<file path="src/hdl/cba_pkg.sv">
// Shared types and codes for the circuit breaker admission unit.
package cba_pkg;

   localparam int CFG_WIDTH = 32;
   localparam int CSR_INDEX_WIDTH = 2;

   localparam logic [1:0] REQ_ACQUIRE = 2'd0;
   localparam logic [1:0] REQ_RELEASE = 2'd1;
   localparam logic [1:0] REQ_RESULT  = 2'd2;

   localparam logic [1:0] ST_CLOSED = 2'd0;
   localparam logic [1:0] ST_OPEN   = 2'd1;
   localparam logic [1:0] ST_HALF   = 2'd2;

   localparam logic [1:0] ADM_OK    = 2'd0;
   localparam logic [1:0] ADM_OPEN  = 2'd1;
   localparam logic [1:0] ADM_LIMIT = 2'd2;
   localparam logic [1:0] ADM_NONE  = 2'd3;

   localparam logic [CSR_INDEX_WIDTH-1:0] CSR_MAX_CONCURRENT    = 2'd0;
   localparam logic [CSR_INDEX_WIDTH-1:0] CSR_FAILURE_THRESHOLD = 2'd1;
   localparam logic [CSR_INDEX_WIDTH-1:0] CSR_OPEN_DURATION     = 2'd2;

   localparam logic [7:0] FAIL_RUN_MAX = 8'd255;

   // breaker state other than the open timestamp, whose width is a parameter
   typedef struct packed {
      logic [1:0]  mode;
      logic [15:0] active;
      logic [7:0]  fail_run;
      logic        probe;
   } brk_state_type;

   typedef struct packed {
      logic [15:0] max_concurrent;
      logic [7:0]  failure_threshold;
      logic [31:0] open_duration;
   } brk_cfg_type;

   typedef struct packed {
      logic [1:0]  admission;
      logic [1:0]  circuit_state;
      logic [15:0] active_count;
   } brk_result_type;

endpackage

</file>
<file path="src/hdl/cba_core.sv">
// Next-state and result logic for one breaker event.
module cba_core
   import cba_pkg::*;
#(
   parameter int TIME_WIDTH = 32
) (
   input  brk_state_type          cur_state,
   input  logic [TIME_WIDTH-1:0]  cur_opened,
   input  brk_cfg_type            cfg,
   input  logic [1:0]             ev_type,
   input  logic                   ev_success,
   input  logic                   ev_transient,
   input  logic [31:0]            ev_now,
   output brk_state_type          nxt_state,
   output logic [TIME_WIDTH-1:0]  nxt_opened,
   output brk_result_type         result
);

   localparam int CMP_WIDTH = (TIME_WIDTH > 32) ? TIME_WIDTH : 32;

   logic [CMP_WIDTH-1:0]  now_ext;
   logic [TIME_WIDTH-1:0] now_t;
   logic [TIME_WIDTH-1:0] elapsed;
   logic                  expired;
   logic                  opened_set;
   logic                  seen_expired;
   logic [1:0]            acq_mode;
   logic [1:0]            adm;

   assign now_ext = CMP_WIDTH'(ev_now);
   assign now_t   = now_ext[TIME_WIDTH-1:0];
   assign elapsed = now_t - cur_opened;
   assign expired = CMP_WIDTH'(elapsed) >= CMP_WIDTH'(cfg.open_duration);
   // an open breaker past its hold time is treated as half-open by an acquire
   assign acq_mode = (cur_state.mode == ST_OPEN && expired) ? ST_HALF : cur_state.mode;

   always_comb begin
      nxt_state  = cur_state;
      nxt_opened = cur_opened;
      opened_set = 1'b0;
      adm        = ADM_NONE;
      case (ev_type)
         REQ_ACQUIRE: begin
            nxt_state.mode = acq_mode;
            if (cur_state.mode == ST_OPEN && !expired) begin
               adm = ADM_OPEN;
            end else if (acq_mode == ST_HALF && cur_state.probe) begin
               adm = ADM_OPEN;
            end else if (cur_state.active >= cfg.max_concurrent) begin
               adm = ADM_LIMIT;
            end else begin
               adm = ADM_OK;
               nxt_state.active = cur_state.active + 16'd1;
               if (acq_mode == ST_HALF) begin
                  nxt_state.probe = 1'b1;
               end
            end
         end
         REQ_RELEASE: begin
            if (cur_state.active != 16'd0) begin
               nxt_state.active = cur_state.active - 16'd1;
            end
         end
         REQ_RESULT: begin
            if (ev_success) begin
               nxt_state.fail_run = 8'd0;
               nxt_state.mode     = ST_CLOSED;
               nxt_state.probe    = 1'b0;
            end else if (!ev_transient) begin
               if (cur_state.mode == ST_HALF) begin
                  nxt_state.mode  = ST_CLOSED;
                  nxt_state.probe = 1'b0;
               end
            end else begin
               if (cur_state.fail_run != FAIL_RUN_MAX) begin
                  nxt_state.fail_run = cur_state.fail_run + 8'd1;
               end
               if (cur_state.mode == ST_HALF ||
                   nxt_state.fail_run >= cfg.failure_threshold) begin
                  nxt_state.mode  = ST_OPEN;
                  nxt_state.probe = 1'b0;
                  nxt_opened      = now_t;
                  opened_set      = 1'b1;
               end
            end
         end
         default: begin
         end
      endcase
   end

   // freshly opened: elapsed is zero, so only a zero hold time has expired
   assign seen_expired = opened_set ? (cfg.open_duration == 32'd0) : expired;

   assign result.admission     = adm;
   assign result.circuit_state = (nxt_state.mode == ST_OPEN && seen_expired) ?
                                 ST_HALF : nxt_state.mode;
   assign result.active_count  = nxt_state.active;

endmodule

</file>
<file path="src/hdl/circuit_breaker_admission_unit.sv">
// Each event passes through the input register and then the result register.
// Throughput: one event per cycle unless the result is held; the breaker state updates in the
// same cycle the event moves from the input register into the result register.
// A held result backs up into the input register; once both are full the input stalls.
// Reset (synchronous, active high): breaker closed, counts and timestamp zero,
// registers back to limit 1, threshold 1, hold time 1000.
module circuit_breaker_admission_unit
   import cba_pkg::*;
#(
   parameter int TIME_WIDTH = 32
) (
   input  logic                       clock,
   input  logic                       reset,
   input  logic                       req_valid,
   output logic                       req_stall,
   input  logic [1:0]                 req_type,
   input  logic                       req_success,
   input  logic                       req_transient,
   input  logic [31:0]                req_now_time,
   output logic                       rsp_valid,
   input  logic                       rsp_stall,
   output logic [1:0]                 rsp_admission,
   output logic [1:0]                 rsp_circuit_state,
   output logic [15:0]                rsp_active_count,
   input  logic                       csr_wen,
   input  logic [CSR_INDEX_WIDTH-1:0] csr_index,
   input  logic [CFG_WIDTH-1:0]       csr_wdata
);

   brk_cfg_type           cfg_ff, cfg_in;
   brk_state_type         state_ff, state_in;
   logic [TIME_WIDTH-1:0] opened_ff, opened_in;

   logic                  s1_valid_ff;
   logic [1:0]            s1_type_ff;
   logic                  s1_success_ff;
   logic                  s1_transient_ff;
   logic [31:0]           s1_now_ff;

   logic                  rsp_valid_ff, rsp_valid_in;
   brk_result_type        rsp_ff, rsp_in;

   logic                  out_free;
   logic                  advance;
   logic                  load_s1;

   assign out_free  = !rsp_valid_ff || !rsp_stall;
   assign advance   = s1_valid_ff && out_free;
   assign req_stall = s1_valid_ff && !out_free;
   assign load_s1   = req_valid && !req_stall;

   // register file
   always_comb begin
      cfg_in = cfg_ff;
      if (csr_wen) begin
         unique case (csr_index)
            CSR_MAX_CONCURRENT: begin
               cfg_in.max_concurrent = (csr_wdata[15:0] == 16'd0) ? 16'd1 : csr_wdata[15:0];
            end
            CSR_FAILURE_THRESHOLD: begin
               cfg_in.failure_threshold = (csr_wdata[7:0] == 8'd0) ? 8'd1 : csr_wdata[7:0];
            end
            CSR_OPEN_DURATION: begin
               cfg_in.open_duration = csr_wdata[31:0];
            end
            default: begin
            end
         endcase
      end
   end

   always_ff @(posedge clock) begin
      if (reset) begin
         cfg_ff.max_concurrent    <= 16'd1;
         cfg_ff.failure_threshold <= 8'd1;
         cfg_ff.open_duration     <= 32'd1000;
      end else begin
         cfg_ff <= cfg_in;
      end
   end

   // input register
   always_ff @(posedge clock) begin
      if (reset) begin
         s1_valid_ff <= 1'b0;
      end else if (!req_stall) begin
         s1_valid_ff <= req_valid;
      end
   end

   always_ff @(posedge clock) begin
      if (load_s1) begin
         s1_type_ff      <= req_type;
         s1_success_ff   <= req_success;
         s1_transient_ff <= req_transient;
         s1_now_ff       <= req_now_time;
      end
   end

   brk_state_type         core_state;
   logic [TIME_WIDTH-1:0] core_opened;

   cba_core #(
      .TIME_WIDTH (TIME_WIDTH)
   ) u_core (
      .cur_state    (state_ff),
      .cur_opened   (opened_ff),
      .cfg          (cfg_ff),
      .ev_type      (s1_type_ff),
      .ev_success   (s1_success_ff),
      .ev_transient (s1_transient_ff),
      .ev_now       (s1_now_ff),
      .nxt_state    (core_state),
      .nxt_opened   (core_opened),
      .result       (rsp_in)
   );

   assign state_in     = advance ? core_state : state_ff;
   assign opened_in    = advance ? core_opened : opened_ff;
   assign rsp_valid_in = advance || (rsp_valid_ff && rsp_stall);

   always_ff @(posedge clock) begin
      if (reset) begin
         state_ff.mode     <= ST_CLOSED;
         state_ff.active   <= 16'd0;
         state_ff.fail_run <= 8'd0;
         state_ff.probe    <= 1'b0;
         opened_ff         <= '0;
         rsp_valid_ff      <= 1'b0;
      end else begin
         state_ff     <= state_in;
         opened_ff    <= opened_in;
         rsp_valid_ff <= rsp_valid_in;
      end
   end

   // result register
   always_ff @(posedge clock) begin
      if (advance) begin
         rsp_ff <= rsp_in;
      end
   end

   assign rsp_valid         = rsp_valid_ff;
   assign rsp_admission     = rsp_ff.admission;
   assign rsp_circuit_state = rsp_ff.circuit_state;
   assign rsp_active_count  = rsp_ff.active_count;

   // a probe is only ever outstanding while half-open
   a_probe_half : assert property (@(posedge clock) disable iff (reset)
      state_ff.probe |-> state_ff.mode == ST_HALF)
      else $error("probe flag set outside half-open");

   // an admitted acquire always leaves at least one active request
   a_ok_active : assert property (@(posedge clock) disable iff (reset)
      (rsp_valid_ff && rsp_ff.admission == ADM_OK) |-> rsp_ff.active_count != 16'd0)
      else $error("accepted acquire reports zero active");

   // input side stalls only when the result register is full and held
   a_stall_cause : assert property (@(posedge clock) disable iff (reset)
      req_stall |-> (s1_valid_ff && rsp_valid_ff && rsp_stall))
      else $error("input stalled without a held result");

   // active count changes only when an event advances
   a_active_step : assert property (@(posedge clock) disable iff (reset)
      !advance |=> $stable(state_ff.active))
      else $error("active count changed without an event");

endmodule
</file>
<file path="config.mk">
export PLATFORM = sky130hd
export DESIGN_NAME = circuit_breaker_admission_unit
export DESIGN_NICKNAME = d
export VERILOG_FILES = /design/src/hdl/cba_pkg.sv /design/src/hdl/cba_core.sv /design/src/hdl/circuit_breaker_admission_unit.sv
export SDC_FILE = /design/constraint.sdc
export NUM_CORES = 1
export LEC_CHECK = 0
export ABC_AREA = 1
export BUFFER_PORTS_ARGS = -buffer_cell sky130_fd_sc_hd__buf_4
export CORE_MARGIN = 8
export CORE_UTILIZATION = 45
export DETAILED_ROUTE_END_ITERATION = 8
export MAX_ROUTING_LAYER = met4
export SLEW_MARGIN = 20
export SYNTH_ARGS = -nofsm -noshare
export SYNTH_HDL_FRONTEND = slang
export SYNTH_SLANG_ARGS = --single-unit
</file>
<file path="constraint.sdc">
create_clock -name clock -period 6.6 [get_ports clock]
set_input_delay 0.33 -clock clock [delete_from_list [all_inputs] [get_ports clock]]
set_output_delay 0.33 -clock clock [all_outputs]
set_load 0.03 [all_outputs]
</file>
Word-level counts from Yosys, hierarchy flattened --
Cells that the tools add are included.
Storage, ports and cells: register bits after elaboration 173, latch bits 0, RAM bits 0, bits in read-only memories 0, input port bits 75, word-level logic and storage cells 108, memories 0
Cells by class: add/subtract/negate cells 4, multipliers 0, divide/modulo/power cells 0, magnitude comparators 3, equal/unequal tests 15, shift-type cells 0, multiplexer cells 35, bitwise gates (word level) 2, reduce and logical (&&, ||, !) cells 31
Operators by type and width (count):
- 2-to-1 mux 16 bit | 5
- 2-to-1 mux 8 bit | 6
- >= comparator 32 bit | 1
- logical NOT 32 bit | 1
- one-hot mux 16 bit (2 select lines) | 1
- subtractor 32 bit | 1
- adder 16 x 1 -> 16 bit (second input constant) | 1
- >= comparator 16 bit | 1
- logical NOT 16 bit | 1
- 2-to-1 mux 2 bit | 8
- nonzero test 16 bit | 1
- subtractor 16 x 1 -> 16 bit (second input constant) | 1
- 2-to-1 mux 1 bit | 12
- 2-to-1 mux 9 bit | 1
- adder 8 x 1 -> 8 bit (second input constant) | 1
- == test 2 x 1 -> 1 bit (second input constant) | 4
- == test 2 bit (second input constant) | 4
- >= comparator 8 bit | 1
- logical AND 1 bit | 8
- logical NOT 8 bit | 1
- inequality test 4 x 3 -> 1 bit (second input constant) | 2
- inequality test 8 bit (second input constant) | 1
- AND reduction 8 bit | 1
- inequality test 2 bit (second input constant) | 3
- 12 further kinds | 23

Longest topological paths before layout --
word-level depth 13, mapped depth 33, mapped depth without buffers 33

Modules after synthesis --
Synthesis repeated with hierarchy kept, for this count alone.
Second synthesis, totals: cell total of the unflattened synthesis 1544, area total of the unflattened synthesis 11193.2 um^2
Modules (own cells, without submodules):
- circuit_breaker_admission_unit | instances 1, cells each 565, area an instance 5791.8 um^2
- cba_core | instances 1, cells each 979, area an instance 5401.4 um^2

Worst setup path after synthesis --
Ideal clock, no wire load.
path kind reg2reg, start point register s1_now_ff[0], end point register rsp_ff (netlist bit rsp_active_count[10]) (data pin), library setup time 250 ps, arrival time 3586 ps, data required time 6350 ps, slack 2764 ps, cell stages (with the launch flop) 28, path buffers 0, period minus slack after synthesis 3836 ps, cells stage by stage edfxtp_1 -> inv_1 -> ha_1 -> inv_1 -> fa_1 -> nand3_1 -> nand2_1 -> a21oi_2 -> o21bai_2 -> a21oi_2 -> o21ai_2 -> a21oi_1 -> o21ai_1 -> xor2_1 -> ha_1 -> nand4_1 -> nor3_2 -> nand2_2 -> nand3_2 -> nand2_1 -> inv_4 -> nand3_2 -> inv_2 -> nand2_1 -> nand2_1 -> nand2_1 -> nand2_2 -> inv_1
RTL lines:
- from (decl) | RTL line circuit_breaker_admission_unit.sv:38 | logic [31:0] s1_now_ff;
- from (signal assigned) | RTL line circuit_breaker_admission_unit.sv:96 | s1_now_ff <= req_now_time;
- to (signal assigned) | RTL line circuit_breaker_admission_unit.sv:140 | rsp_ff <= rsp_in;
- to (decl) | RTL line circuit_breaker_admission_unit.sv:41 | brk_result_type rsp_ff, rsp_in;

==> insert_results.sql <==
INSERT INTO impl_metrics (metric_group, metric, value, unit) VALUES
('timing', 'clk_skew', '0.0119', 'ns'),
('critical_path', 'reg2reg_from', 's1_now_ff[0]$_DFFE_PP_', ''),
('routing', 'routed_antenna_nets', '0', ''),
('cells_and_area', 'n_antenna_cell', '0', ''),
('job', 'cap_viol_max_count', '0', ''),
('floorplanning', 'starting_utilization_of_the_core_area', '45.5', '%'),
('logic_synthesis', 'most_instantiated_library_cell_after_synthesis', 'nand2_1', ''),
('cts', 'worst_setup_hold_path_clk_slew', '0.07', 'ns'),
('global_routing', 'grt_util_met3', '3.33', '%'),
('cts', 'clockBufferDepth', '2', ''),
('cells_and_area', 'final-seq-area', '4020', 'um2'),
('cts', 'cts.repair_timing.setup_buffer_count', '0', ''),
('logic_synthesis', 'synth_xor_xnor_area_share', '3.54', '%'),
('cts', 'ctsHoldBuffers', '0', ''),
('logic_synthesis', 'synth.top_cells.by_count', 'nand2_1 (236), inv_1 (223), a21oi_1 (150), o21ai_0 (122), dfxtp_1 (117)', ''),
('logic_synthesis', 'syn-num-nets', '1547', ''),
('placed_design', 'globalplace.congestion', '0.953', ''),
('critical_path', 'crit_top_cell', 'nand2_1', ''),
('cts', 'clkLatencyLatePin', '0.44', 'ns'),
('critical_path', 'crit_buf_inv', '5', ''),
('critical_path', 'crit_path_max_incr_delay', '0.40', 'ns'),
('outcome', 'outcome', 'finished clean', ''),
('critical_path', 'worst-endpoint-arrival', '4.74', 'ns'),
('floorplanning', 'rows', '56', ''),
('timing', 'fmax', '220', 'MHz'),
('timing', 'tightestPinTransition', '0.688', 'ns'),
('critical_path', 'startpoint_type', 'register', ''),
('global_routing', 'via_count_of_the_first_global_routing_pass', '8747', ''),
('cts', 'ctsHtreeMaxLevel', '4', ''),
('worst_hold_path', 'hold-path-endpoint', 's1_now_ff[19]$_DFFE_PP_', ''),
('routing', 'drc_errors', '0', ''),
('cells_and_area', 'syn_to_final_growth', '15.2', '%'),
('logic_synthesis', 'synth_enable_flop_cells', '56', ''),
('cts', 'cts-buffers-inserted', '17', ''),
('floorplanning', 'die_y', '170', 'um'),
('routing', 'first_iter_violations', '576', ''),
('logic_synthesis', 'synth_area_leader_cell', 'dfxtp_1', ''),
('logic_synthesis', 'synth_cells', '1380', ''),
('logic_synthesis', 'synthTopCellsByArea', 'dfxtp_1 (22%), edfxtp_1 (16%), ha_1 (11%)', ''),
('critical_path', 'worst_ep_required_time', '6.80', 'ns'),
('cts', 'cts_tree', 'yes', ''),
('logic_synthesis', 'ys.warnings.count', '0', ''),
('placed_design', 'hpwlAfterDp', '21.1', 'mm'),
('timing', 'hold_viol', '0', ''),
('timing', 'rsz_0062_raised_after_global_routing', 'false', ''),
('logic_synthesis', 'yosys.area_share.adder', '10.9', '%'),
('logic_synthesis', 'largest_family_of_logic_cells_by_synthesized_area', 'simple AND/OR/NAND/NOR gates', ''),
('global_routing', 'met1_usage', '25.9', '%'),
('logic_synthesis', 'mappedNetlistArea', '10600', 'um2'),
('timing', 'fin_setup_tns', '0', 'ns'),
('critical_path', 'critical-path-top-delay-family', 'simple AND/OR/NAND/NOR gates', ''),
('cts', 'cts_resized', '0', ''),
('timing', 'period_needed', '4.54', 'ns'),
('logic_synthesis', 'synth-seq-cells', '173', ''),
('floorplanning', 'floorplan.io_pins', '97', ''),
('cells_and_area', 'n_fill_cell', '2280', ''),
('critical_path', 'worstRegToRegCells', '29', ''),
('logic_synthesis', 'synth_top_flop_cell', 'dfxtp_1', ''),
('floorplanning', 'die-width', '170', 'um'),
('critical_path', 'critical-path-slowest-cell', 'fa_1', ''),
('global_routing', 'grt_most_used_layer', 'met2', ''),
('routing', 'drt-wirelength-per-cell', '15.2', 'um'),
('cells_and_area', 'multi_input_comb_area', '5590', 'um2'),
('logic_synthesis', 'synthesized_area_fraction_occupied_by_ao_oa_aoi_and_oai_cells', '17.7', '%'),
('worst_hold_path', 'hold_start', 'req_now_time[19]', ''),
('logic_synthesis', 'synth_simple_gate_area_share', '20.2', '%'),
('global_routing', 'antenna_found_initial', '0', ''),
('routing', 'drt-total-wl', '27.3', 'mm'),
('logic_synthesis', 'syn-mean-instance-area', '7.70', 'um2'),
('logic_synthesis', 'synth.lib_cells_used.distinct', '49', ''),
('timing', 'setup_violations', '0', '');
[worst max-delay path by stage]
stage,startpoint,endpoint,slack [ns],cells past startpoint
final,s1_now_ff[0]$_DFFE_PP_,rsp_active_count[10]$_DFFE_PP_,2.06,29
after global routing,s1_now_ff[0]$_DFFE_PP_,rsp_active_count[10]$_DFFE_PP_,1.66,29
after CTS,s1_now_ff[0]$_DFFE_PP_,rsp_active_count[10]$_DFFE_PP_,2.05,29
after detailed placement,s1_now_ff[0]$_DFFE_PP_,rsp_active_count[10]$_DFFE_PP_,2.08,29
after global placement,s1_now_ff[0]$_DFFE_PP_,rsp_active_count[10]$_DFFE_PP_,2.10,29
after floorplan,s1_now_ff[0]$_DFFE_PP_,rsp_active_count[10]$_DFFE_PP_,2.76,27
[layout by cell type (no fill, tap or decap), types with 3 or more instances in the layout]
| cell type | instances |
|---|---|
| nand2_1 | 236 |
| inv_1 | 222 |
| a21oi_1 | 150 |
| o21ai_0 | 122 |
| dfxtp_1 | 117 |
| buf_4 | 103 |
| ha_1 | 91 |
| nor2_1 | 77 |
| edfxtp_1 | 56 |
| nand3_1 | 45 |
| xor2_1 | 31 |
| nand4_1 | 27 |
| nor3_1 | 23 |
| clkbuf_16 | 17 |
| nand2_2 | 16 |
| a21oi_2 | 16 |
| nand3_2 | 14 |
| xnor2_1 | 12 |
| nor4_1 | 10 |
| o211ai_1 | 9 |
| a31oi_1 | 8 |
| nor3_2 | 7 |
| inv_2 | 7 |
| a21o_1 | 6 |
| o21ai_1 | 6 |
| o21ai_2 | 6 |
| inv_6 | 4 |
| nor2_2 | 3 |
| o21a_1 | 3 |
| nand2_4 | 3 |
| clkinv_4 | 3 |
[cells by family after synthesis]
| logic type | after synthesis |
|---|---|
| and+or+nand+nor | 467 |
| AOI/OAI and AO/OA | 338 |
| adders and majority gates | 92 |
| buffers and inverters | 267 |
| DFF | 173 |
| xor gates and xnor gates | 43 |
[power by group]
part	total [mW]	switching (mW)	internal, mW
combinational	0.633	0.398	0.234
sequential	1.20	0.0418	1.16
clock	1.04	0.468	0.576
[layer usage]
layer	vias up	routed length (um)	part of all wire [%]
li1	4774	-	-
met1	4154	13300	49
met2	182	12200	45
met3	38	1250	4.6
met4	0	509	1.9
met5	-	0	0
[area by class of cell]
cell class | count | area share, %
timing repair buffer | 103 | 6.32
sequential | 173 | 32.9
tap | 319 | 3.26
multi-input combinational | 940 | 45.6
clock inverter | 14 | 1.28
inverter | 230 | 7.07
clock buffer | 18 | 3.59
[flip-flops by register name, summed over array words and instances (netlist names)]
register	cells
rsp_active_count	16
s1_valid_ff	1
rsp_valid	1
s1_success_ff	1
cfg_ff	56
s1_type_ff	2
s1_transient_ff	1
s1_now_ff	32
rsp_admission	2
rsp_circuit_state	2
opened_ff	32
state_ff	27
[through the flow]
step	total power [mW]	cells	area, um2	worst slack, ns
2_1_floorplan	1.67	1380	10600	2.76
3_3_place_gp	1.85	1765	11600	2.10
3_5_place_dp	1.85	1765	11600	2.08
4_1_cts	2.90	1797	12200	2.05
5_1_grt	3.03	1797	12200	1.66
6_report	2.88	1797	12200	2.06
(Power assumes the default switching activity.)
